$ cat src/rtl/dsd_pkg.sv
`default_nettype none
// ----------------------------------------------------------------------------
// dsd_pkg
// Shared types and constants of the directional squared difference block.
// ----------------------------------------------------------------------------
package dsd_pkg;

  localparam int PIXEL_FIELD_W = 16;
  localparam int RESULT_W      = 32;
  localparam int CFG_W         = 13;
  localparam int CFG_IDX_W     = 2;
  localparam int ROW_W         = 13;
  localparam int OUT_ROW_W     = 12;
  localparam int QUEUE_DEPTH   = 2;

  localparam int MAX_WIDTH_DEF  = 4096;
  localparam int PIXEL_BITS_DEF = 16;
  localparam int MAX_HEIGHT     = 4096;
  localparam int RESET_WIDTH    = 640;
  localparam int RESET_HEIGHT   = 480;

  localparam logic [CFG_IDX_W-1:0] CFG_IMAGE_WIDTH  = 2'd0;
  localparam logic [CFG_IDX_W-1:0] CFG_IMAGE_HEIGHT = 2'd1;

  localparam logic OP_PIXEL = 1'b0;
  localparam logic OP_PAD   = 1'b1;

  typedef struct packed {
    logic                     op;
    logic [PIXEL_FIELD_W-1:0] pixel;
  } in_item_t;

  typedef struct packed {
    logic [RESULT_W-1:0] diff_left_sq;
    logic [RESULT_W-1:0] diff_up_sq;
    logic [RESULT_W-1:0] diff_up_right_half;
    logic [RESULT_W-1:0] diff_down_right_half;
    logic                frame_end;
  } out_item_t;

  typedef struct packed {
    logic [CFG_W-1:0] width;
    logic [CFG_W-1:0] height;
    logic             restart;
  } frame_cfg_t;

endpackage
`default_nettype wire

$ cat src/rtl/dsd_queue.sv
`default_nettype none
// ----------------------------------------------------------------------------
// dsd_queue
// Short queue between the classifying front and the processing back.
// ----------------------------------------------------------------------------
module dsd_queue #(
  parameter int DATA_W = 8,
  parameter int DEPTH  = dsd_pkg::QUEUE_DEPTH
) (
  input  wire               clk_i,
  input  wire               rst_ni,
  input  wire               push_i,
  input  wire [DATA_W-1:0]  data_i,
  output logic              full_o,
  input  wire               pop_i,
  output logic              valid_o,
  output logic [DATA_W-1:0] data_o
);

  localparam int PW = (DEPTH > 1) ? $clog2(DEPTH) : 1;
  localparam int NW = $clog2(DEPTH + 1);

  logic [DATA_W-1:0] slot_q [DEPTH];
  logic [PW-1:0]     wr_ptr_q, rd_ptr_q;
  logic [NW-1:0]     count_q;
  logic              do_push, do_pop;

  assign full_o  = count_q == NW'(DEPTH);
  assign valid_o = count_q != '0;
  assign data_o  = slot_q[rd_ptr_q];
  assign do_push = push_i && !full_o;
  assign do_pop  = pop_i && valid_o;

  always_ff @(posedge clk_i) begin
    if (do_push) begin
      slot_q[wr_ptr_q] <= data_i;
    end
  end

  always_ff @(posedge clk_i or negedge rst_ni) begin
    if (!rst_ni) begin
      wr_ptr_q <= '0;
      rd_ptr_q <= '0;
      count_q  <= '0;
    end else begin
      if (do_push) begin
        wr_ptr_q <= (wr_ptr_q == PW'(DEPTH - 1)) ? '0 : wr_ptr_q + PW'(1);
      end
      if (do_pop) begin
        rd_ptr_q <= (rd_ptr_q == PW'(DEPTH - 1)) ? '0 : rd_ptr_q + PW'(1);
      end
      if (do_push && !do_pop) begin
        count_q <= count_q + NW'(1);
      end else if (do_pop && !do_push) begin
        count_q <= count_q - NW'(1);
      end
    end
  end

endmodule
`default_nettype wire

$ cat config.mk
export PLATFORM = sky130hd
export DESIGN_NAME = dsd_queue
export DESIGN_NICKNAME = d
export VERILOG_FILES = /design/src/rtl/dsd_pkg.sv /design/src/rtl/dsd_queue.sv
export SDC_FILE = /design/constraint.sdc
export NUM_CORES = 1
export LEC_CHECK = 0
export BUFFER_PORTS_ARGS = -buffer_cell sky130_fd_sc_hd__buf_2
export CAP_MARGIN = 20
export CORE_ASPECT_RATIO = 0.9
export CORE_MARGIN = 2
export CORE_UTILIZATION = 35
export DETAILED_ROUTE_END_ITERATION = 6
export GPL_TIMING_DRIVEN = 1
export PLACE_DENSITY = 0.67
export REMOVE_ABC_BUFFERS = 1
export SYNTH_ARGS = -nofsm -noshare
export SYNTH_HDL_FRONTEND = slang
export SYNTH_SLANG_ARGS = --single-unit
$ cat constraint.sdc
create_clock -name clk_i -period 2.7 [get_ports clk_i]
set_input_delay 0.405 -clock clk_i [delete_from_list [all_inputs] [get_ports clk_i]]
set_output_delay 0.405 -clock clk_i [all_outputs]
set_load 0.1 [all_outputs]
Word-level counts from Yosys, hierarchy flattened
Memory sizes are Yosys's and may differ from the RTL's.
Cells that the tools add are included.
W data, S select, Z words.
Cells by class
  add/sub/neg operators: 4
  eq/ne operators: 1
  muxes and demuxes: 6
  reduce and logical (&&, ||, !) cells: 9
Operators by type and width (number)
  $logic_and A1 B1 Y1: 4
  $mux W1: 4
  $mux W2: 2
  $reduce_bool A2 Y1: 2
  $logic_not A1 Y1: 3
  $add A1 B1 Y1 const B: 2
  $add A2 B1 Y2 const B: 1
  $eq A2 B2 Y1 const B: 1
  $sub A2 B1 Y2 const B: 1
Word-level totals
  register bits after elaboration: 4
  memory bits (writable): 16
  input port bits: 12
  output and inout bits: 10
  logic and storage cells: 24
  memories kept: 1
Memories
  slot_q: depth 2, width 8, rd ports 1, clocked after Yosys merged registers in 0, write ports 1, RTL line dsd_queue.sv:23  | logic [DATA_W-1:0] slot_q [DEPTH];

Depth between registers and ports, before layout
  word-level depth: 7
  depth in mapped cells: 7
  gate-level depth less buffers: 7

Worst setup path before layout
OpenSTA, ideal clock, no wires.
  path type: reg2out
  start point: register rd_ptr_q
  end point: output data_o[0]
  data arrival time: 1292 ps
  data required time: 2295 ps
  slack: 1003 ps
  cell stages (with the launch flop): 3
  path buffers: 1
  cell sequence: dfrtp_1 -> buf_2 -> mux2_1
On the way
  longest elaborated chain between the ends: 1
RTL lines
  start, declared: RTL line dsd_queue.sv:24  | logic [PW-1:0] wr_ptr_q, rd_ptr_q;
  start signal, assigned: RTL line dsd_queue.sv:50  | rd_ptr_q <= (rd_ptr_q == PW'(DEPTH - 1)) ? '0 : rd_ptr_q + PW'(1);
  $mem_v2 Z2 W8
  end, declared: RTL line dsd_queue.sv:17  | output logic [DATA_W-1:0] data_o
No other way between the ends.

Worst setup path in the final report
  start point: register rd_ptr_q
  end point: output data_o[5]
The elaborated chain is that of the path after synthesis.

==> results.py <==
metrics = {
    "cts": {
        "cts_made_buffers": 3,
        "clk_path_buf_depth": 2,
        "cts.sinks": 20,
        "clk_latency_ns": 0.29,
        "htree_levels": 1,
        "cts_resized": 0,
        "clkSlewWorstSetupHoldPaths_ns": 0.10,
        "cts_tree": "done",
        "cts_root_buf": "clkbuf_4",
    },
    "synthesis": {
        "syn_inst": 44,
        "synth.distinct_cells": 14,
        "syn_area_per_cell_um2": 17.9,
        "synth_compound_area_share_pct": 0,
        "synthXorXnorAreaFrac_pct": 5.57,
        "yosysTopAreaCellShare_pct": 61.1,
        "ys_warn_count": 0,
        "synthTopCellsByArea": "edfxtp_1 (61%), dfrtp_1 (13%), mux2_1 (11%), xnor2_1 (3.3%), xor2_1 (2.2%)",
        "yosysSeqAreaShare_pct": 73.9,
        "synthMuxAreaShare_pct": 11.5,
        "synth_top_area_cell": "edfxtp_1",
        "async_flop_share_pct": 20.0,
        "synth_adder_area_share_pct": 1.59,
        "synth_flop_cell": "edfxtp_1",
        "synth_edf_count": 16,
        "synth_common_cells": "edfxtp_1 (16), mux2_1 (8), dfrtp_1 (4)",
        "mappedNetlistArea_um2": 786,
        "ys_seq_elements": 20,
        "synth_top_family_by_area": "multiplexers",
        "synth.most_common_cell": "edfxtp_1",
        "synthSimpleGateAreaFrac_pct": 5.89,
    },
    "worst_setup_path": {
        "cpPeakStageDelay_ns": 0.59,
        "path_cells": "mux2_1 > buf_2",
        "critPathMaxFanout": 9,
        "endpoint_kind": "output pin",
        "cp_slowest_cell": "dfrtp_1",
        "worst-setup-path-type": "reg -> out",
        "crit_path_start_kind": "flop",
        "worstPathRequired_ns": 2.30,
        "arrival_ns": 1.55,
        "r2r_slack_ns": 1.16,
    },
    "timing": {
        "slew_headroom_pct": 56.4,
        "setup_viol": 0,
        "rsz0062_at_grt": "false",
        "hold_viol_final": 0,
        "fin_worst_skew_ns": 0.00718,
        "period_share_pct": 72.3,
        "min_period_ns": 1.95,
        "tns_ns": 0,
        "final-max-slew-violation-count": 0,
        "worst_pin_slew_ns": 0.651,
        "holdWs_ns": 0.299,
        "fmax_mhz": 512,
    },
    "job": {
        "max_cap_viol_count": 0,
    },
    "detailed_routing": {
        "wl_met1_um": 502,
        "top_layer_used": "met3",
        "first_iter_violations": 4,
        "route.met2.wl_um": 542,
        "wl_per_cell_um": 12.0,
        "wl_met3_um": 105,
        "vias": 430,
        "dr.pass1.iters": 2,
        "drcViolationCount": 0,
        "vias_per_cell": 4.48,
        "drt_wl_total_um": 1150,
        "postRouteAntennaNets": 0,
    },
    "place": {
        "place.gp.congestion": 0.618,
        "port_buffers": 21,
    },
    "finish": {
        "antenna-diode-count": 0,
        "drive_gt1_share_pct": 39.1,
        "area_delta_synth_final_pct": 21.7,
        "finalNetCount": 83,
        "postLayoutCoreUtil_pct": 44.6,
        "fill_cells": 211,
    },
    "grt": {
        "grt_pass1_vias": 433,
        "grt_max_degree": 12,
        "grt_pass1_wl_um": 1790,
        "grtUsageTotal_pct": 9.56,
        "antenna_found_initial": 0,
        "overflow": 0,
    },
    "die": {
        "initial_core_util_pct": 36.7,
        "die-area_um2": 2640,
        "die_y_um": 49.0,
        "ioPinCount": 22,
        "core_um2": 2140,
        "rows": 16,
        "dieWidth_um": 53.9,
    },
    "status": {
        "status": "finished, final reports clean",
    },
    "min_path": {
        "hold_path_class": "in -> reg",
    },
}
==> flip-flops by register name (all words and copies together) (netlist names) <==
register and count:
count_q 2, rd_ptr_q 1, slot_q 16, wr_ptr_q 1
==> cell type report <==
type	count	area [um2]	share of cell area, %
clock buffer	4	26.3	2.75
multi-input combinational	21	193	20.2
sequential	20	581	60.7
tap	27	33.8	3.53
timing repair buffer	22	115	12.0
inverter	2	7.51	0.785
==> cell families (layout without fill, tap and decap cells) <==
group         after synthesis  in the layout
xor+xnor                    5              5
fa+ha+maj                   1              1
buf+inv                     3             28
flops                      20             20
mux                         8              8
simple gates                7              7
==> worst max-delay path: cells and delay by family (launching register included) <==
kind     cells  cell delay [ns]
mux          1             0.38
buf+inv      1             0.30
flops        1             0.59
==> metal layers <==
metal,track usage [%],vias to the layer above
li1,-,207
met1,11.5,207
met2,15.7,16
met3,2.76,0
met4,3.85,0
met5,0,-
==> cells in the final DEF (no fill, tap or decap) <==
| master | instances |
|---|---|
| nor2_1 | 2 |
| and3_1 | 1 |
| dfrtp_1 | 4 |
| clkbuf_1 | 1 |
| clkbuf_4 | 3 |
| xor2_1 | 2 |
| ha_1 | 1 |
| dlygate4sd3_1 | 1 |
| edfxtp_1 | 16 |
| nand2_2 | 1 |
| inv_1 | 2 |
| mux2_1 | 8 |
| or2_4 | 1 |
| nand2b_1 | 1 |
| xnor2_1 | 3 |
| nand2_4 | 1 |
| buf_2 | 21 |
==> through the flow <==
stage / std cells / setup WS (ns) / instance area, um2
finish: 96 / 0.748 / 956
global route: 96 / 0.675 / 956
CTS: 96 / 0.720 / 956
detailed placement: 91 / 1.05 / 920
global placement: 91 / 1.05 / 920
floorplan: 43 / 1.01 / 781
==> path summary, 6_finish.rpt <==
| check | depth (start not counted) | end | startpoint |
|---|---|---|---|
| min reg2reg | 1 | count_q[1]$_DFFE_PN0P_ | count_q[1]$_DFFE_PN0P_ |
| max reg2reg | 3 | slot_q[0][6]$_DFFE_PP_ | count_q[0]$_DFFE_PN0P_ |
| min | 1 | slot_q[1][2]$_DFFE_PP_ | data_i[2] |
| min in group asynchronous | 2 | count_q[1]$_DFFE_PN0P_ | rst_ni |
| max | 2 | data_o[5] | rd_ptr_q$_DFFE_PN0P_ |
| max in group asynchronous | 2 | rd_ptr_q$_DFFE_PN0P_ | rst_ni |
==> what timing repair did <==
item                                   CTS  global route
buffers inserted                         0             0
endpoints found under the hold margin    4             0
hold buffers                             1             0
Power is left out: the tool's default activity adds up to more than one toggle a clock period on the data nets, which glitch-free logic cannot reach.
