## config.mk

```make
export PLATFORM = sky130hd
export DESIGN_NAME = dsd_front
export DESIGN_NICKNAME = d
export VERILOG_FILES = /design/src/rtl/dsd_pkg.sv /design/src/rtl/dsd_front.sv
export SDC_FILE = /design/constraint.sdc
export NUM_CORES = 1
export LEC_CHECK = 0
export BUFFER_PORTS_ARGS = -buffer_cell sky130_fd_sc_hd__buf_4
export CORE_ASPECT_RATIO = 1.5
export CORE_MARGIN = 2
export CORE_UTILIZATION = 47
export CTS_CLUSTER_SIZE = 25
export DETAILED_ROUTE_END_ITERATION = 10
export PLACE_DENSITY = 0.71
export SYNTH_ARGS = -nofsm -noshare
export SYNTH_HDL_FRONTEND = slang
export SYNTH_SLANG_ARGS = --single-unit
```

## constraint.sdc

```tcl
create_clock -name clk_i -period 4.05 [get_ports clk_i]
set_input_delay 0.405 -clock clk_i [delete_from_list [all_inputs] [get_ports clk_i]]
set_output_delay 0.405 -clock clk_i [all_outputs]
set_load 0.03 [all_outputs]
```

## src/rtl/dsd_pkg.sv

```systemverilog
`default_nettype none
// ----------------------------------------------------------------------------
// dsd_pkg
// Shared types and constants of the directional squared difference block.
// ----------------------------------------------------------------------------
package dsd_pkg;

  localparam int PIXEL_FIELD_W = 16;
  localparam int RESULT_W      = 32;
  localparam int CFG_W         = 13;
  localparam int CFG_IDX_W     = 2;
  localparam int ROW_W         = 13;
  localparam int OUT_ROW_W     = 12;
  localparam int QUEUE_DEPTH   = 2;

  localparam int MAX_WIDTH_DEF  = 4096;
  localparam int PIXEL_BITS_DEF = 16;
  localparam int MAX_HEIGHT     = 4096;
  localparam int RESET_WIDTH    = 640;
  localparam int RESET_HEIGHT   = 480;

  localparam logic [CFG_IDX_W-1:0] CFG_IMAGE_WIDTH  = 2'd0;
  localparam logic [CFG_IDX_W-1:0] CFG_IMAGE_HEIGHT = 2'd1;

  localparam logic OP_PIXEL = 1'b0;
  localparam logic OP_PAD   = 1'b1;

  typedef struct packed {
    logic                     op;
    logic [PIXEL_FIELD_W-1:0] pixel;
  } in_item_t;

  typedef struct packed {
    logic [RESULT_W-1:0] diff_left_sq;
    logic [RESULT_W-1:0] diff_up_sq;
    logic [RESULT_W-1:0] diff_up_right_half;
    logic [RESULT_W-1:0] diff_down_right_half;
    logic                frame_end;
  } out_item_t;

  typedef struct packed {
    logic [CFG_W-1:0] width;
    logic [CFG_W-1:0] height;
    logic             restart;
  } frame_cfg_t;

endpackage
`default_nettype wire

```

## src/rtl/dsd_front.sv

```systemverilog
`default_nettype none
// ----------------------------------------------------------------------------
// dsd_front
// Frame registers, input position counters and item classification.
// ----------------------------------------------------------------------------
module dsd_front #(
  parameter int MAX_WIDTH = dsd_pkg::MAX_WIDTH_DEF,
  parameter int PIX_W     = dsd_pkg::PIXEL_BITS_DEF,
  parameter int QW        = 1 + $clog2(MAX_WIDTH) + PIX_W
) (
  input  wire                            clk_i,
  input  wire                            rst_ni,
  input  wire                            cfg_we_i,
  input  wire [dsd_pkg::CFG_IDX_W-1:0]   cfg_index_i,
  input  wire [dsd_pkg::CFG_W-1:0]       cfg_value_i,
  input  wire                            in_valid_i,
  output logic                           in_stall_o,
  input  dsd_pkg::in_item_t              in_item_i,
  input  wire                            full_i,
  output logic                           push_o,
  output logic [QW-1:0]                  push_data_o,
  output dsd_pkg::frame_cfg_t            cfg_o
);

  localparam int CW = $clog2(MAX_WIDTH);
  localparam int XW = ((CW > dsd_pkg::CFG_W) ? CW : dsd_pkg::CFG_W) + 1;
  localparam int WIDTH_RST =
    (dsd_pkg::RESET_WIDTH > MAX_WIDTH) ? MAX_WIDTH : dsd_pkg::RESET_WIDTH;

  logic [dsd_pkg::CFG_W-1:0] width_q, height_q;
  logic [CW-1:0]             in_column_q;
  logic [dsd_pkg::ROW_W-1:0] in_row_q;

  logic                      accept, draining, drop, emit, take, frame_done, wrap;
  logic                      cfg_hit;
  logic [PIX_W-1:0]          x;
  logic [XW-1:0]             col_next;
  logic [dsd_pkg::CFG_W-1:0] width_clamp, height_clamp;
  logic [31:0]               value_ext;

  assign in_stall_o = full_i;
  assign accept     = in_valid_i && !full_i;
  assign draining   = in_row_q >= height_q;
  assign drop       = (in_item_i.op == dsd_pkg::OP_PAD) && !draining;
  assign take       = accept && !drop;
  assign x          = draining ? '0 : in_item_i.pixel[PIX_W-1:0];
  assign emit       = (in_row_q >= dsd_pkg::ROW_W'(2)) ||
                      ((in_row_q == dsd_pkg::ROW_W'(1)) && (in_column_q != '0));
  // the first item two rows past the last frame row drains the frame's final result
  assign frame_done = in_row_q == (height_q + dsd_pkg::ROW_W'(1));
  assign col_next   = XW'(in_column_q) + XW'(1);
  assign wrap       = col_next >= XW'(width_q);

  assign push_o      = take;
  assign push_data_o = {emit, in_column_q, x};

  assign cfg_hit = cfg_we_i && ((cfg_index_i == dsd_pkg::CFG_IMAGE_WIDTH) ||
                                (cfg_index_i == dsd_pkg::CFG_IMAGE_HEIGHT));

  assign cfg_o.width   = width_q;
  assign cfg_o.height  = height_q;
  assign cfg_o.restart = cfg_hit;

  always_comb begin
    value_ext = 32'(cfg_value_i);
    if (value_ext == 32'd0) begin
      width_clamp  = dsd_pkg::CFG_W'(1);
      height_clamp = dsd_pkg::CFG_W'(1);
    end else begin
      width_clamp  = (value_ext > 32'(MAX_WIDTH)) ?
                     dsd_pkg::CFG_W'(MAX_WIDTH) : cfg_value_i;
      height_clamp = (value_ext > 32'(dsd_pkg::MAX_HEIGHT)) ?
                     dsd_pkg::CFG_W'(dsd_pkg::MAX_HEIGHT) : cfg_value_i;
    end
  end

  always_ff @(posedge clk_i or negedge rst_ni) begin
    if (!rst_ni) begin
      width_q     <= dsd_pkg::CFG_W'(WIDTH_RST);
      height_q    <= dsd_pkg::CFG_W'(dsd_pkg::RESET_HEIGHT);
      in_column_q <= '0;
      in_row_q    <= '0;
    end else if (cfg_hit) begin
      if (cfg_index_i == dsd_pkg::CFG_IMAGE_WIDTH) begin
        width_q <= width_clamp;
      end else begin
        height_q <= height_clamp;
      end
      in_column_q <= '0;
      in_row_q    <= '0;
    end else if (take) begin
      if (frame_done) begin
        in_column_q <= '0;
        in_row_q    <= '0;
      end else if (wrap) begin
        in_column_q <= '0;
        if (in_row_q <= height_q) begin
          in_row_q <= in_row_q + dsd_pkg::ROW_W'(1);
        end
      end else begin
        in_column_q <= col_next[CW-1:0];
      end
    end
  end

endmodule
`default_nettype wire

```

### After elaboration in Yosys (flattened, before gate mapping)

Cells that the tools add are included.

* eq/ne operators: 3
* muxes and demuxes: 12
* reduce and logical (&&, ||, !) cells: 19
* $lt $le $gt $ge: 5
* bitwise logic cells: 1
* $add $sub $neg: 3

Operator list (number)
* 13-bit two-way mux: 7
* 12-bit two-way mux: 4
* 13-bit by 1-bit adder with 13-bit output, second input constant: 2
* 13-bit >= comparator: 2
* 16-bit two-way mux: 1
* 12-bit by 1-bit adder with 13-bit output, second input constant: 1
* 13-bit by 1-bit == test with 1-bit output, second input constant: 1
* 13-bit == test: 1
* 13-bit by 2-bit >= comparator with 1-bit output, second input constant: 1
* 13-bit > comparator, second input constant: 1
* 13-bit <= comparator: 1
* 13-bit zero test: 1
* 12-bit nonzero test: 1
* 3-bit nonzero test: 2
* 1-bit logical AND: 5
* 2-bit AND reduction: 2
* 1-bit zero test: 3
* 3-bit AND reduction: 1
* 2-bit by 1-bit == test with 1-bit output, second input constant: 1
* 2-bit zero test: 1
* 1-bit logical OR: 2
* 2-bit nonzero test: 1
* 1-bit NOT: 1

* output and inout port bits: 58
* input bits: 37
* bits in registers: 51
* logic and storage cells: 47

### Longest topological paths before layout

* depth after elaboration: 7
* mapped depth: 14
* depth with buffers taken out: 13

### Worst setup path after synthesis

OpenSTA, ideal clock, no wires.

* path kind: register to register
* from: register in_column_q[0]
* to: register in_row_q[4] in the netlist's numbering
* path buffers: 1
* data required time: 3.963 ns
* data arrival time: 3.291 ns
* slack: 0.673 ns
* cell stages (with the launch flop): 14
* setup time: 0.087 ns
* clock period less this slack: 3.377 ns
* cell sequence: dfrtp_1 -> inv_1 -> nor4_1 -> and4_1 -> xnor2_1 -> inv_1 -> ha_1 -> and4_1 -> a221o_1 -> a41oi_2 -> or2_2 -> buf_2 -> o2111ai_1 -> o211ai_1

* word-level cells in the longest chain between the ends: 4

RTL lines
* start: declaration: RTL line dsd_front.sv:31 `logic [CW-1:0] in_column_q;`
* start signal: assignment: RTL line dsd_front.sv:101 `in_column_q <= col_next[CW-1:0];`
* 12-bit by 1-bit adder with 13-bit output: RTL line dsd_front.sv:51 `assign col_next = XW'(in_column_q) + XW'(1);`
* 13-bit >= comparator: RTL line dsd_front.sv:52 `assign wrap = col_next >= XW'(width_q);`
* 3-bit nonzero test (no source line)
* 3-bit AND reduction (no source line)
* end signal: assignment: RTL line dsd_front.sv:98 `in_row_q <= in_row_q + dsd_pkg::ROW_W'(1);`
* end: declaration: RTL line dsd_front.sv:32 `logic [dsd_pkg::ROW_W-1:0] in_row_q;`

No other way between the ends.
A chain may end at the register's enable or synchronous reset.

### Worst setup path in the final report

* from: register in_column_q[0]
* to: register in_row_q[5] in the netlist's numbering

The elaborated chain is that of the path after synthesis.

==> impl_metrics.env <==
export IMPL_synth_compound_area_share_pct=15.74
export IMPL_overflow=0
export IMPL_hold_path_class="in -> async"
export IMPL_routed_wl_mm=11.21
export IMPL_cp_cell_sequence="inv_1 -> nor4_1 -> and4_1 -> xnor2_1 -> inv_1 -> ha_1 -> and4_1 -> a221o_1 -> a41oi_2 -> or2_2 -> o221ai_2 -> a21oi_1"
export IMPL_fin_worst_skew_ns=0.006778
export IMPL_gp_congestion=0.9280
export IMPL_clockBufferDepth=2
export IMPL_drive_gt1_share_pct=27.27
export IMPL_rsz0062_at_grt="no"
export IMPL_ctsHtreeMaxLevel=2
export IMPL_swShare_pct=41.53
export IMPL_syn2layout_area_growth_pct=20.91
export IMPL_pin_count=95
export IMPL_endpoint_kind="flop"
export IMPL_cpMaxStageDelayCell="dfrtp_1"
export IMPL_grt_antenna_before_repair=0
export IMPL_tightestPinTransition_ns=0.7099
export IMPL_grt_pass1_wl_mm=17.95
export IMPL_period_share_pct=88.48
export IMPL_total_power_mw=1.936
export IMPL_dr_wl_met3_um=546
export IMPL_cpLargestDelayFamily="simple AND/OR/NAND/NOR gates"
export IMPL_dieArea_sq_um=9647
export IMPL_synthSimpleGateAreaFrac_pct=28.72
export IMPL_design_area_sq_um=5036
export IMPL_status="completed"
export IMPL_top_layer="met4"
export IMPL_async_reset_ff_share_pct=100.0
export IMPL_worst_ep_required_time_ns=4.27
export IMPL_grt_max_degree=52
export IMPL_fin_crit_ns=3.583
export IMPL_worstSkewPairLatency_ns=0.29
export IMPL_core_area_sq_um=8723
export IMPL_max_vdd_ir_drop_mv=0.4009
export IMPL_synth_xor_area_share_pct=5.467
export IMPL_hpwl_mm=8.717
export IMPL_vias_per_cell=5.721
export IMPL_cts_sinks=51
export IMPL_cts_tree="built"
export IMPL_maxCapViolCount=0
export IMPL_yosysSeqAreaShare_pct=30.82
export IMPL_crit_fanout=10
export IMPL_synthAdderAreaFrac_pct=9.913
export IMPL_max_clock_freq_mhz=279.1
export IMPL_firstDrtPassIters=5
export IMPL_port_buffers=94
export IMPL_synth_top_family_by_area="simple AND/OR/NAND/NOR gates"
export IMPL_grt_pass1_vias=3712
export IMPL_syn_mean_instance_area_sq_um=8.588
export IMPL_hold_violations=0
export IMPL_die_w_um=80.87
export IMPL_dpl_instance_area_sq_um=4882
export IMPL_synthDistinctLibCells=64
export IMPL_slowest_delay_ns=0.49
export IMPL_drt_iter0_markers=263
export IMPL_p_switching_mw=0.8039
export IMPL_die_y_um=119.3
export IMPL_path_buf_inv=2
export IMPL_clkPwrFrac_pct=21.8
export IMPL_ys_seq_elements=51
export IMPL_root_buffer="clkbuf_16"
export IMPL_nets=630
export IMPL_netlist_area_sq_um=4165
export IMPL_pwr_density_cell_nw_per_um2=384.4
export IMPL_num_vias=3839
export IMPL_seq_power_share_pct=36.2
export IMPL_row_count=42
export IMPL_insertedDiodeCount=0
export IMPL_wl_met1_mm=4.297
export IMPL_setup_tns_ns=0
export IMPL_syn_nets=555
export IMPL_route_met2_wl_mm=5.849
export IMPL_grt_usage_pct=23.89
export IMPL_synthFlopType="dfrtp_1"
export IMPL_drtAntennaViolNets=0
export IMPL_fillers=826
export IMPL_synth_mux_area_fraction_pct=1.081
export IMPL_cp_arrival_ns=3.80
export IMPL_slew_viol_final=0
export IMPL_comb_power_share_pct=42.0
export IMPL_critPathLaunchType="flop"
export IMPL_worst_setup_path_type="reg -> reg"
export IMPL_final_setup_viol_count=0
export IMPL_worst_slack_ns=0.4666
export IMPL_synth_warnings=0
export IMPL_internal_power_mw=1.132
export IMPL_avgRoutedWirePerCell_um=16.70
export IMPL_start_util_pct=47.75
export IMPL_syn_inst=485
export IMPL_fin_util_pct=57.73
export IMPL_slew_limit_headroom_pct=52.50
export IMPL_leakage_nw=2.314
export IMPL_cts_buffers_inserted=5
export IMPL_clkTransAtPathRegs_ns=0.07
export IMPL_place_ws_ns=0.3752
export IMPL_drc_errors=0
export IMPL_synth_edf_count=0
==> final timing paths <==
kind | slack, ns | depth (start not counted) | startpoint | endpoint
max | 0.47 | 12 | in_column_q[0] | in_row_q[5]
min | 0.13 | 1 | rst_ni | in_row_q[8]
max reg2reg | 0.47 | 12 | in_column_q[0] | in_row_q[5]
min reg2reg | 0.51 | 2 | width_q[7] | width_q[7]
max in group asynchronous | 3.46 | 1 | rst_ni | in_column_q[1]
min in group clk_i | 0.39 | 3 | cfg_value_i[6] | height_q[6]
==> logic make-up (layout without fill, tap and decap cells) <==
kind of cell             Yosys count  count (layout)
XOR/XNOR                          26              26
AND/OR/NAND/NOR                  205             205
AO/OA/AOI/OAI                     89              89
adder cells (fa/ha/maj)           33              33
buffers and inverters             77             153
flip-flops                        51              51
multiplexers                       4               4
==> synthesized netlist by cell type (7+ instances only) <==
library cell	number	area share, %
a21oi_1	9	1.1
a31oi_1	7	1.1
and2_1	20	3.0
buf_2	8	0.96
clkbuf_1	16	1.4
dfrtp_1	45	27
ha_1	33	9.9
inv_1	44	4.0
nand2_1	56	5.0
nand2b_1	19	2.9
nand3_1	29	3.5
nand4_1	11	1.7
nor2_1	14	1.3
nor4_1	13	2.0
o21ai_0	26	3.1
o21ai_2	10	2.1
xnor2_1	16	3.4
xor2_1	10	2.1
==> layer usage <==
layer	vias up	track usage, %
met5	-	0
met4	0	13.45
met3	36	2.576
met2	144	41.48
met1	1796	27.80
li1	1863	-
==> sequential cells by signal (all words and copies together), names as in the netlist <==
signal	cells
in_column_q	12
in_row_q	13
width_q	13
height_q	13
==> layout by cell type (no fill, tap or decap), drive strengths merged, types with 16 or more instances in the layout <==
cell type  instances
buf              101
nand2             56
dfrtp             45
inv               44
o21ai             41
ha                33
nand3             31
and2              20
nand2b            19
xnor2             16
==> metrics by stage <==
step / cells / hold slack (ns)
3_5_place_dp: 663 / 0.4782
6_report: 671 / 0.1278
5_1_grt: 671 / 0.1856
4_1_cts: 671 / 0.1559
3_3_place_gp: 663 / 0.4698
2_1_floorplan: 485 / 0.1094
==> repair_timing <==
action	CTS	global route
gates resized for setup	0	1
buffers inserted	0	0
hold buffers	0	0
endpoints found under the setup margin	0	12
==> layout make-up <==
class,instances,area [sq um],share of cell area [%]
Clock inverter,2,13.76,0.2733
Multi-Input combinational cell,357,2549,50.61
Clock buffer,6,128.9,2.559
Sequential cell,51,1284,25.49
Inverter,44,165.2,3.279
Timing Repair Buffer,101,758.2,15.06
Tap cell,110,137.6,2.733
==> power groups by stage <==
stage	clock [mW]	combinational, mW	sequential (mW)
after floorplan	0	0.491	0.756
after global placement	0	0.796	0.704
after detailed placement	0	0.814	0.711
after CTS	0.434	0.818	0.702
after global routing	0.451	0.902	0.713
final	0.421	0.814	0.701
(Power assumes the default switching activity.)
